--- src/sv/tgarle_pkg.sv ---
// Shared types and constants for the run-length TGA pixel decoder.
package tgarle_pkg;

  // Decoder modes
  localparam logic [1:0] MODE_HEADER = 2'd0;
  localparam logic [1:0] MODE_RAW    = 2'd1;
  localparam logic [1:0] MODE_RUN    = 2'd2;

  // Configuration register indexes
  localparam logic [1:0] CFG_IMAGE_WIDTH  = 2'd0;
  localparam logic [1:0] CFG_IMAGE_HEIGHT = 2'd1;
  localparam logic [1:0] CFG_FOUR_BYTE    = 2'd2;

  // Run bias of a packet header
  localparam logic [7:0] RUN_BIAS = 8'd127;

  // One decoded color word
  typedef struct packed {
    logic [7:0]  red;
    logic [7:0]  green;
    logic [7:0]  blue;
    logic [7:0]  alpha;
    logic [31:0] start_index;
    logic [7:0]  repeat_count;
    logic        overflow_error;
    logic        image_done;
  } tgarle_result_t;

endpackage

--- src/sv/tgarle_step.sv ---
// Decode state and per-byte next-state logic of the run-length TGA decoder.
module tgarle_step
  import tgarle_pkg::*;
(
  input  logic           clk,
  input  logic           rst_n,
  input  logic           step_en,
  input  logic [7:0]     step_byte,
  input  logic           step_new_image,
  input  logic [31:0]    total_pixels,
  input  logic           four_byte,
  output logic           res_valid,
  output tgarle_result_t res
);

  logic [1:0]  mode_r, mode_nxt, mode_e;
  logic [7:0]  left_r, left_nxt, left_e;
  logic [1:0]  pos_r, pos_nxt, pos_e;
  logic [31:0] pw_r, pw_nxt, pw_e;
  logic        halt_r, halt_nxt, halt_e;
  logic [7:0]  pc_r [4];
  logic [7:0]  pc_nxt [4];
  logic [7:0]  col [4];
  logic [7:0]  repeat_cnt;
  logic [32:0] end_sum;
  logic [2:0]  bpp;
  logic        overflow;
  logic        done;

  // Apply new-image clear, then decode one byte
  always_comb begin
    mode_e = step_new_image ? MODE_HEADER : mode_r;
    left_e = step_new_image ? 8'd0 : left_r;
    pos_e  = step_new_image ? 2'd0 : pos_r;
    pw_e   = step_new_image ? 32'd0 : pw_r;
    halt_e = step_new_image ? 1'b0 : halt_r;

    bpp        = four_byte ? 3'd4 : 3'd3;
    repeat_cnt = (mode_e == MODE_RUN) ? left_e : 8'd1;
    end_sum    = {1'b0, pw_e} + {25'd0, repeat_cnt};

    for (int i = 0; i < 4; i++) begin
      col[i]    = (pos_e == 2'(i)) ? step_byte : pc_r[i];
      pc_nxt[i] = pc_r[i];
    end

    mode_nxt  = mode_e;
    left_nxt  = left_e;
    pos_nxt   = pos_e;
    pw_nxt    = pw_e;
    halt_nxt  = halt_e;
    res_valid = 1'b0;
    overflow  = 1'b0;
    done      = 1'b0;

    if (!halt_e) begin
      if (mode_e != MODE_RAW && mode_e != MODE_RUN) begin
        // Packet header, dropped once the image is full
        if (pw_e < total_pixels) begin
          if (!step_byte[7]) begin
            mode_nxt = MODE_RAW;
            left_nxt = step_byte + 8'd1;
          end else begin
            mode_nxt = MODE_RUN;
            left_nxt = step_byte - RUN_BIAS;
          end
          pos_nxt = 2'd0;
        end
      end else begin
        // Gather a color byte
        pc_nxt[pos_e] = step_byte;
        if ({1'b0, pos_e} + 3'd1 < bpp) begin
          pos_nxt = pos_e + 2'd1;
        end else begin
          pos_nxt   = 2'd0;
          res_valid = 1'b1;
          if (end_sum > {1'b0, total_pixels}) begin
            overflow = 1'b1;
            halt_nxt = 1'b1;
          end else begin
            pw_nxt = end_sum[31:0];
            done   = (end_sum == {1'b0, total_pixels});
            if (mode_e == MODE_RAW) begin
              left_nxt = left_e - 8'd1;
              if (left_e == 8'd1) begin
                mode_nxt = MODE_HEADER;
              end
            end else begin
              left_nxt = 8'd0;
              mode_nxt = MODE_HEADER;
            end
          end
        end
      end
    end

    res.red            = col[2];
    res.green          = col[1];
    res.blue           = col[0];
    res.alpha          = four_byte ? col[3] : 8'd0;
    res.start_index    = pw_e;
    res.repeat_count   = repeat_cnt;
    res.overflow_error = overflow;
    res.image_done     = done;
  end

  // Advance control state on each consumed byte
  always_ff @(posedge clk) begin
    if (!rst_n) begin
      mode_r <= MODE_HEADER;
      left_r <= 8'd0;
      pos_r  <= 2'd0;
      pw_r   <= 32'd0;
      halt_r <= 1'b0;
    end else if (step_en) begin
      mode_r <= mode_nxt;
      left_r <= left_nxt;
      pos_r  <= pos_nxt;
      pw_r   <= pw_nxt;
      halt_r <= halt_nxt;
    end
  end

  // Hold partial color bytes
  always_ff @(posedge clk) begin
    if (step_en) begin
      for (int i = 0; i < 4; i++) begin
        pc_r[i] <= pc_nxt[i];
      end
    end
  end

`ifndef NO_ASSERTIONS
  a_overflow_halts: assert property (@(posedge clk) disable iff (!rst_n)
    step_en && res_valid && res.overflow_error |=> halt_r)
    else $error("overflow word did not halt the decoder");

  a_halted_quiet: assert property (@(posedge clk) disable iff (!rst_n)
    step_en && halt_r && !step_new_image |-> !res_valid)
    else $error("halted decoder produced a word");

  a_pw_advance: assert property (@(posedge clk) disable iff (!rst_n)
    step_en && res_valid && !res.overflow_error |=>
      pw_r == $past(res.start_index) + {24'd0, $past(res.repeat_count)})
    else $error("pixel count did not advance by the repeat count");

  a_done_clean: assert property (@(posedge clk) disable iff (!rst_n)
    res_valid |-> !(res.overflow_error && res.image_done))
    else $error("word flagged both done and overflow");
`endif

endmodule

--- src/sv/tga_rle_pixel_decoder_top.sv ---
// Top level of the run-length TGA pixel decoder: config, input and output registers.
// A byte is held in the input register, decoded combinationally, and its word is loaded
// into the output register when the byte is consumed. Throughput: one byte per cycle while the output is not stalled.
// A stalled output holds its word; the input register keeps taking bytes as words drain.
// Reset (rst_n low, synchronous) clears decode state, sets width and height to 1
// and selects 3-byte pixels; color bytes are not cleared.
module tga_rle_pixel_decoder_top
  import tgarle_pkg::*;
(
  input  logic        clk,
  input  logic        rst_n,
  input  logic        cfg_we,
  input  logic [1:0]  cfg_index,
  input  logic [15:0] cfg_wdata,
  input  logic        in_valid,
  output logic        in_ready,
  input  logic [7:0]  in_byte,
  input  logic        in_new_image,
  output logic        out_valid,
  input  logic        out_ready,
  output logic [7:0]  out_red,
  output logic [7:0]  out_green,
  output logic [7:0]  out_blue,
  output logic [7:0]  out_alpha,
  output logic [31:0] out_start_index,
  output logic [7:0]  out_repeat_count,
  output logic        out_overflow_error,
  output logic        out_image_done
);

  logic [15:0]    width_r, height_r;
  logic           four_r;
  logic [31:0]    total_r, total_nxt;
  logic [15:0]    mul_a, mul_b;
  logic           ir_valid_r;
  logic [7:0]     ir_byte_r;
  logic           ir_new_r;
  logic           consume;
  logic           res_valid;
  tgarle_result_t res;
  logic           out_valid_r;
  tgarle_result_t out_r;

  // Pick the multiplier operands for the pixel total
  always_comb begin
    mul_a = width_r;
    mul_b = height_r;
    case (cfg_index)
      CFG_IMAGE_WIDTH:  mul_a = cfg_wdata;
      CFG_IMAGE_HEIGHT: mul_b = cfg_wdata;
      default: begin
      end
    endcase
    total_nxt = 32'(mul_a) * 32'(mul_b);
  end

  // Config registers and the registered pixel total
  always_ff @(posedge clk) begin
    if (!rst_n) begin
      width_r  <= 16'd1;
      height_r <= 16'd1;
      four_r   <= 1'b0;
      total_r  <= 32'd1;
    end else if (cfg_we) begin
      case (cfg_index)
        CFG_IMAGE_WIDTH: begin
          width_r <= cfg_wdata;
          total_r <= total_nxt;
        end
        CFG_IMAGE_HEIGHT: begin
          height_r <= cfg_wdata;
          total_r  <= total_nxt;
        end
        CFG_FOUR_BYTE: four_r <= cfg_wdata[0];
        default: begin
        end
      endcase
    end
  end

  // Consume the held byte when the output register can take a word
  assign consume  = ir_valid_r && (!out_valid_r || out_ready);
  assign in_ready = !ir_valid_r || consume;

  always_ff @(posedge clk) begin
    if (!rst_n) begin
      ir_valid_r <= 1'b0;
    end else if (in_valid && in_ready) begin
      ir_valid_r <= 1'b1;
    end else if (consume) begin
      ir_valid_r <= 1'b0;
    end
  end

  always_ff @(posedge clk) begin
    if (in_valid && in_ready) begin
      ir_byte_r <= in_byte;
      ir_new_r  <= in_new_image;
    end
  end

  tgarle_step u_step (
    .clk            (clk),
    .rst_n          (rst_n),
    .step_en        (consume),
    .step_byte      (ir_byte_r),
    .step_new_image (ir_new_r),
    .total_pixels   (total_r),
    .four_byte      (four_r),
    .res_valid      (res_valid),
    .res            (res)
  );

  // Output register: load on consume, drop when taken
  always_ff @(posedge clk) begin
    if (!rst_n) begin
      out_valid_r <= 1'b0;
    end else if (consume) begin
      out_valid_r <= res_valid;
    end else if (out_ready) begin
      out_valid_r <= 1'b0;
    end
  end

  always_ff @(posedge clk) begin
    if (consume && res_valid) begin
      out_r <= res;
    end
  end

  assign out_valid          = out_valid_r;
  assign out_red            = out_r.red;
  assign out_green          = out_r.green;
  assign out_blue           = out_r.blue;
  assign out_alpha          = out_r.alpha;
  assign out_start_index    = out_r.start_index;
  assign out_repeat_count   = out_r.repeat_count;
  assign out_overflow_error = out_r.overflow_error;
  assign out_image_done     = out_r.image_done;

endmodule

--- config.mk ---
export PLATFORM = sky130hd
export DESIGN_NAME = tga_rle_pixel_decoder_top
export DESIGN_NICKNAME = d
export VERILOG_FILES = /design/src/sv/tgarle_pkg.sv /design/src/sv/tgarle_step.sv /design/src/sv/tga_rle_pixel_decoder_top.sv
export SDC_FILE = /design/constraint.sdc
export NUM_CORES = 1
export LEC_CHECK = 0
export ABC_AREA = 1
export ABC_CLOCK_PERIOD_IN_PS = 10300
export BUFFER_PORTS_ARGS = -buffer_cell sky130_fd_sc_hd__buf_2
export CAP_MARGIN = 20
export CORE_MARGIN = 2
export CORE_UTILIZATION = 45
export CTS_CLUSTER_SIZE = 40
export DETAILED_ROUTE_END_ITERATION = 12
export PLACE_DENSITY = 0.67
export SYNTH_ARGS = -nofsm -noshare
export SYNTH_HDL_FRONTEND = slang
export SYNTH_SLANG_ARGS = --single-unit
--- constraint.sdc ---
create_clock -name clk -period 10.3 [get_ports clk]
set_input_delay 2.06 -clock clk [delete_from_list [all_inputs] [get_ports clk]]
set_output_delay 2.06 -clock clk [all_outputs]
set_load 0.02 [all_outputs]
* Word level (Yosys, flattened, before mapping)
Memory sizes are Yosys's and may differ from the RTL's.
Cells that the tools add are included.
** Storage, ports and cells
- Register bits after elaboration :: 195
- Latch bits :: 0
- RAM bits :: 32
- Memory bits (read-only) :: 0
- Input port bits :: 32
- Word-level logic and storage cells :: 117
- Memories kept :: 1
** Operators by class
- Add/sub/neg operators :: 6
- Multipliers :: 1
- Divide/modulo/power cells :: 0
- Magnitude comparators :: 5
- Equal/unequal tests :: 11
- Shift operators :: 0
- Mux-type cells :: 54
- Bitwise gates (word level) :: 1
- Reductions and logical operators :: 17
** Memory list
- u_step.pc_r :: depth 4, bits a word 8, read ports 4, clocked after Yosys merged registers in 0, write ports 4, line tgarle_step.sv:21 : logic [7:0] pc_r [4];
** Operators with widths (count)
- two-way mux 32 bit :: 7
- two-way mux 8 bit :: 14
- adder 32 x 8 -> 33 bit :: 1
- == test 33 x 32 -> 1 bit :: 1
- > comparator 33 x 32 -> 1 bit :: 1
- bitwise mux 32 bit :: 1
- < comparator 32 bit :: 1
- multiplier 16 x 16 -> 32 bit :: 1
- two-way mux 16 bit :: 2
- two-way mux 2 bit :: 14
- demux 8 bit (select 2 bit) :: 1
- two-way mux 1 bit :: 14
- adder 8 x 1 -> 8 bit, second input constant :: 1
- == test 2 bit, second input constant :: 4
- == test 8 x 1 -> 1 bit, second input constant :: 1
- subtractor 8 x 1 -> 8 bit, second input constant :: 1
- subtractor 8 x 7 -> 8 bit, second input constant :: 1
- == test 2 x 1 -> 1 bit, second input constant :: 3
- logical AND 1 bit :: 5
- logical NOT 2 bit :: 2
- AND reduction 2 bit :: 2
- nonzero test 2 bit :: 2
- OR reduction 4 bit :: 1
- adder 2 x 1 -> 3 bit, second input constant :: 1
- other kinds (11) :: 13

* Longest topological paths before layout
Gate-level depths: netlist of the first run.
- Depth after elaboration :: 9
- Mapped depth :: 39
- Mapped depth without buffers :: 38

* Cells and area by module
A second synthesis of the first run with hierarchy kept.
** Second synthesis, totals
- Cells, all modules :: 2824
- Area, all modules :: 21660.8 um^2
** By module, submodules not included
- tga_rle_pixel_decoder_top :: times used 1, cells each 1752, area each 14476.4 um^2
- tgarle_step :: times used 1, cells each 1072, area each 7184.4 um^2

* Worst setup path before layout of the first run
No wires, ideal clock.
- Path kind :: input -> register
- Start :: input cfg_index[0]
- End :: register total_r[29]
- Data arrival time :: 7.794 ns
- Data required time :: 10.185 ns
- Slack :: 2.390 ns
- Cell stages on the path :: 25
- Path buffers :: 1
- Path through :: nor2_1 -> clkbuf_1 -> nand2_1 -> o21ai_1 -> clkinv_1 -> nand2_1 -> fa_1 -> inv_1 -> fa_1 -> fa_1 -> fa_1 -> fa_1 -> inv_1 -> fa_1 -> inv_1 -> ha_1 -> a21oi_1 -> o21ai_0 -> a21oi_1 -> nand3_1 -> a21o_1 -> a21oi_1 -> nor2_1 -> o21ai_0 -> inv_1
** Between the ends
- Longest elaborated chain between the ends :: 3
** RTL lines
- start, declared :: line tga_rle_pixel_decoder_top.sv:13 : input logic [1:0] cfg_index,
- == test 2 x 1 -> 1 bit or logical NOT 2 bit (tied branches) :: line tga_rle_pixel_decoder_top.sv:48, tga_rle_pixel_decoder_top.sv:65
- two-way mux 16 bit or OR reduction 2 bit (tied branches)
- multiplier 16 x 16 -> 32 bit or AND reduction 2 bit (tied branches)
- end signal, assigned :: line tga_rle_pixel_decoder_top.sv:68 : total_r <= total_nxt;
- end signal, assigned :: line tga_rle_pixel_decoder_top.sv:72 : total_r <= total_nxt;
- end, declared :: line tga_rle_pixel_decoder_top.sv:33 : logic [31:0] total_r, total_nxt;
Parallel ways exist; a longest one is shown, timed or not.
A chain may end at the register's enable or synchronous reset.

* Worst setup path after layout of the first run
- Start :: input cfg_index[0]
- End :: register total_r[22]
Same word-level chain as after synthesis.

==> flow_metrics.tcl, run 1 <==
set metrics [dict create \
    layout.nets 3157 \
    vias 17600 \
    holdPathStages 2 \
    synth_async_sr_flop_share_pct 0 \
    slew_headroom_pct 30.63 \
    max_freq_ghz 0.1133 \
    overflow 0 \
    ys.flop_type "edfxtp_1" \
    crit_type "in2reg" \
    cp_max_fo 17 \
    multi_input_area_um2 12680 \
    drt-pass1-iter-count 7 \
    hold_ws_ps 466.0 \
    worst-path-buf-inv 7 \
    post-route-period-util_pct 85.72 \
    min_to "u_step.pw_r[0]" \
    yosys-top-cells-area "fa_1 19%, edfxtp_1 17%, ha_1 11%" \
    fp.dieH_um 219.6 \
    root_buffer "clkbuf_16" \
    drc_errors 0 \
    hold_viol_final 0 \
    tritoncts "yes" \
    place.gp.congestion 0.9403 \
    report.final.slew_viol_count 0 \
    die_area_um2 48230 \
    final-seq-area_um2 5695 \
    crit_required_ps 10760 \
    cts_buffers 26 \
    core_area_um2 46260 \
    final_cell_mix "573 x inv_1, 525 x nand2_1, 249 x nor2_1" \
    cts_setup_buffers 0 \
    insertion_delay_ps 560 \
    synth_cell_type_count 46 \
    yosys_register_bits 227 \
    p_total_mw 3.582 \
    vias_per_cell 5.218 \
    synth_edf_count 115 \
    ir_drop_v 0.0001351 \
    arrival_ps 9280 \
    start_util_pct 45.22 \
    yosysWarnings 0 \
    status "complete, no violations" \
    cts.clk_slew.worst_paths_ps 60 \
    cap_viol_max_count 0 \
    cts.sinks 227 \
    synth_top_cell_area_share_pct 18.66 \
    cpMostUsedCell "fa_1" \
    synth.avg_cell_area_um2 7.885 \
    cts_resized 0 \
    fin_crit_ps 8829 \
    area_growth_pct 9.851 \
    fillerInstances 4506 \
    diodes 0 \
    powerDensity_nw_per_um2 155.9 \
    finalSetupTns_ps 0 \
    io_pins 108 \
    r2r_cells 36 \
    p_leak_nw 11.44 \
    drt-initial-drc-count 1468 \
    seq_area_frac_synth_pct 27.22 \
    drt_wl_total_um 57070 \
    rsz0062_at_grt "no" \
    cp-start-kind "input port" \
    worstMarginPinSlew_ps 1041 \
    critPathCaptureType "flop" \
    netlist_area_um2 20920 \
    antenna_found_initial 0 \
    synth_nets 3064 \
    clock-skew-final_ps 16.08 \
    hold_path.class "reg2reg" \
    critPathMaxStageDelay_ps 670 \
    yosys.area.top_type "fa_1" \
    port_buffers 107 \
    path_delay_family "adder cells" \
    syn_inst 2653 \
    drtAntennaViolNets 0 \
    grt_pass1_vias 17760 \
    wire_per_inst_um 16.92 \
    final_common_cell "inv_1" \
    grt_usage_pct 24.33 \
    grt_pass1_wl_um 92350 \
    cts-hold-fix-buffers 0 \
    cts.path.max_buffers 3 \
    grt_max_degree 80 \
    die_x_um 219.6 \
    min-delay-start "u_step.pw_r[0]" \
    dpl.hpwl_um 44650 \
    drive_gt1_share_pct 8.171 \
    rrSetupSlack_ps 3050 \
    timing.rr.start "ir_new_r" \
    setup_viol 0 \
    rr_endpoint "u_step.pw_r[10]" \
    cp_slowest_cell "clkinv_1" \
    rows 79 \
    htreeDepth 1 \
]
-- logic make-up (layout without fill, tap and decap cells) --
kind of cell | count (synthesis) | count (layout) | synth area share [%]
AND/OR/NAND/NOR | 975 | 975 | 19.43
buffers and inverters | 666 | 779 | 12.18
AO/OA/AOI/OAI | 350 | 350 | 9.163
adder cells (fa/ha/maj) | 379 | 379 | 29.67
XOR/XNOR | 56 | 56 | 2.344
flip-flops | 227 | 227 | 27.22
-- routing by layer --
layer,wire length [um],vias to the layer above,GRT usage [%],share of wire [%]
met2,26740,563,40.66,47
met4,1817,0,8.188,3.2
met5,0,-,0,0
met3,3983,112,3.713,7.0
met1,24530,8478,32.25,43
li1,-,8449,-,-
-- cells in the mapped netlist (22+ instances only) --
cell type    n
nor2_1     250
inv_1      573
dfxtp_1    112
edfxtp_1   115
fa_1       195
nor3_1      25
clkbuf_1    61
nand4_1     22
a21oi_1    155
xor2_1      38
nand3_1    111
nand2_1    525
ha_1       184
o21ai_0    126
o211ai_1    25
-- final cells by class --
type / count / share of cell area, %
inverter: 584 / 9.539
clock buffer: 40 / 3.283
clock inverter: 8 / 0.2396
tap: 607 / 3.305
multi-input combinational: 1760 / 55.20
timing repair buffer: 147 / 3.653
sequential: 227 / 24.78
-- stage by stage --
stage                     worst slack, ps  utilization, %  instance area [um2]  std cells
final                                1471           49.68                22980       3373
after global routing                 1088           49.68                22980       3373
after CTS                            1623           49.68                22980       3373
after detailed placement             1037           47.93                22170       3325
after global placement              990.8           47.90                22160       3324
after floorplan                      2390               -                20920       2653
-- flip-flops by register name, indices dropped and copies added, names as in the netlist --
register / cells
out_green: 8
u_step.pc_r: 32
out_valid: 1
four_r: 1
out_image_done: 1
out_overflow_error: 1
out_blue: 8
out_start_index: 32
total_r: 32
u_step.pos_r: 2
u_step.left_r: 8
u_step.mode_r: 2
ir_new_r: 1
width_r: 16
out_repeat_count: 8
height_r: 16
out_red: 8
u_step.pw_r: 32
u_step.halt_r: 1
out_alpha: 8
ir_valid_r: 1
ir_byte_r: 8
-- power by group --
part,internal [mW],leakage [nW],switching [mW]
sequential,0.991,1.97,0.0230
combinational,0.586,9.07,1.10
clock,0.504,0.390,0.383
-- how the worst max path moves through the flow --
stage / start / end / slack (ps) / cells after the start
floorplan: cfg_index[0] / total_r[29] / 2390 / 25
global placement: cfg_index[0] / total_r[22] / 990 / 24
detailed placement: cfg_index[0] / total_r[22] / 1040 / 25
CTS: cfg_index[0] / total_r[22] / 1620 / 25
global route: cfg_index[0] / total_r[19] / 1090 / 28
finish: cfg_index[0] / total_r[22] / 1470 / 25
-- worst reg2reg max path, delay by kind of cell, from the launching register on --
| kind | cells | cell delay, ps |
|---|---|---|
| buffers and inverters | 8 | 1380 |
| xor gates and xnor gates | 1 | 260 |
| DFF | 1 | 780 |
| and+or+nand+nor | 23 | 3320 |
| adders and majority gates | 2 | 760 |
| AOI/OAI and AO/OA | 2 | 660 |
(Power assumes the default switching activity.)
==> run 2, diff against run 1 <==
- CORE_ASPECT_RATIO: not set -> 1.2
- CTS_BUF_LIST: not set -> sky130_fd_sc_hd__clkbuf_4
==> run 2 against run 1 <==
  * Clock power down 12%
  * Worst hold slack got worse by 0.59 ps
  * Final cell count rose by 2.0%
  * Die area about the same
  * Global-route usage barely moved
  * Utilization is 0.22 points higher
  * First-iteration DRC count down 40%
  * Sequential share of layout area is 0.060 points higher
  * Critical path depth up 4
  * Via count increased by 0.20%
  * Largest cell class unchanged
  * Largest power group unchanged
  * Highest routed layer unchanged
==> flow_metrics.tcl, run 2 (synthesized netlist as in run 1, its figures left out) <==
set metrics [dict create \
    status "complete, no violations" \
    p_leak_nw 11.49 \
    cap_viol_max_count 0 \
    slew_headroom_pct 20.45 \
    powerDensity_nw_per_um2 151.6 \
    power_switching_mw 1.505 \
    grt_pass1_vias 17830 \
    cp-start-kind "input port" \
    drtAntennaViolNets 0 \
    worstMarginPinSlew_ps 1185 \
    swShare_pct 43.31 \
    cp_slowest_cell "clkinv_1" \
    tritoncts "yes" \
    fin_crit_ps 8753 \
    cts_setup_buffers 0 \
    critPathCaptureType "flop" \
    max_freq_ghz 0.1142 \
    grt_usage_pct 24.35 \
    vias_per_cell 5.126 \
    insertion_delay_ps 810 \
    drc_errors 0 \
    report.final.slew_viol_count 0 \
    dp.cells 3331 \
    clock-skew-final_ps 61.31 \
    overflow 0 \
    post-place-ws_ps 713.5 \
    hold_viol_final 0 \
    layout.nets 3187 \
    intPower_mw 1.970 \
    port_buffers 107 \
    grt_max_degree 80 \
    final_cell_mix "573 x inv_1, 525 x nand2_1, 249 x nor2_1" \
    io_pins 108 \
    finalSetupTns_ps 0 \
    r2r_cells 24 \
    cts_resized 0 \
    crit_type "in2reg" \
    fillerInstances 4554 \
    min_to "u_step.pw_r[0]" \
    fp.dieH_um 240.2 \
    grt_pass1_wl_um 92350 \
    holdPathStages 2 \
    die_x_um 200.8 \
    cp_max_fo 17 \
    critPathMaxStageDelay_ps 640 \
    drt_wl_total_um 58310 \
    ir_drop_v 0.00009112 \
    rsz0062_at_grt "no" \
    cts-hold-fix-buffers 0 \
    arrival_ps 9510 \
    core_area_um2 45950 \
    root_buffer "clkbuf_4" \
    htreeDepth 2 \
    setup_viol 0 \
    cts.sinks 227 \
    rr_endpoint "total_r[31]" \
    antenna_found_initial 2 \
    drive_gt1_share_pct 9.919 \
    cts.path.max_buffers 3 \
    post-route-period-util_pct 84.98 \
    design_area_um2 22930 \
    worst_slack_ps 1547 \
    seq_power_share_pct 29.1 \
    rrSetupSlack_ps 3050 \
    drt-pass1-iter-count 6 \
    die_area_um2 48240 \
    p_clk_share_pct 22.5 \
    combPwrFrac_pct 48.5 \
    rows 86 \
    min-delay-start "u_step.pw_r[0]" \
    final_util_pct 49.90 \
    wire_per_inst_um 16.94 \
    start_util_pct 45.53 \
    cts_buffers 58 \
    cts.clk_slew.worst_paths_ps 60 \
    vias 17640 \
    dpl.hpwl_um 46650 \
    place.gp.congestion 0.9733 \
    final_cells 3441 \
    crit_required_ps 11050 \
    final_common_cell "inv_1" \
    timing.rr.start "width_r[8]" \
    placed_area_um2 22160 \
    area_growth_pct 9.587 \
    drt-initial-drc-count 883 \
    hold_path.class "reg2reg" \
]
-- run 2: cell count changes in the layout (fill, tap and decap cells not counted), sizes merged --
| cell | change |
|---|---|
| clkbuf | +48 |
| clkinv | +13 |
| buf | -2 |
| clkinvlp | -2 |
| diode | +2 |
-- run 2: routing by layer --
layer | part of all wire, % | up-vias | GRT usage (%)
met2 | 52 | 520 | 46.26
met1 | 39 | 8404 | 26.66
met3 | 4.7 | 174 | 3.578
met5 | 0 | - | 0
met4 | 4.5 | 0 | 11.40
li1 | - | 8539 | -
-- run 2: worst max path at each step --
stage,startpoint,end,slack (ps),depth (start not counted)
finish,cfg_index[0],total_r[31],1550,29
global route,cfg_index[0],total_r[31],1280,29
CTS,cfg_index[0],total_r[31],1600,29
detailed placement,cfg_index[0],total_r[31],710,29
global placement,cfg_index[0],total_r[31],790,29
floorplan,cfg_index[0],total_r[29],2390,25
-- run 2: through the flow --
stage / total power [mW] / hold WS (ps)
global route: 3.785 / 489.5
finish: 3.474 / 465.4
CTS: 3.512 / 466.4
floorplan: 2.275 / 442.6
detailed placement: 2.707 / 457.5
global placement: 2.686 / 452.7
-- run 2: worst max-delay path: cells and delay by family --
family | cells | cell delay, ps
buffers and inverters | 9 | 1490
AO/OA/AOI/OAI | 2 | 730
adder cells (fa/ha/maj) | 7 | 3200
AND/OR/NAND/NOR | 11 | 2040
-- run 2: power groups by stage --
stage | Clock, mW | Sequential (mW) | Combinational, mW
after floorplan | 0 | 1.02 | 1.25
after global placement | 0 | 1.03 | 1.66
after detailed placement | 0 | 1.03 | 1.68
after CTS | 0.812 | 1.01 | 1.69
after global routing | 0.849 | 1.01 | 1.92
final | 0.780 | 1.01 | 1.68
-- run 2: cell type report --
| cell class | count | area (um2) | area share, % |
|---|---|---|---|
| sequential | 227 | 5695 | 24.84 |
| inverter | 584 | 2192 | 9.562 |
| antenna | 2 | 5.005 | 0.02183 |
| tap | 616 | 770.7 | 3.362 |
| clock inverter | 19 | 96.34 | 0.4202 |
| multi-input combinational | 1760 | 12680 | 55.33 |
| clock buffer | 88 | 660.6 | 2.882 |
| timing repair buffer | 145 | 820.8 | 3.580 |
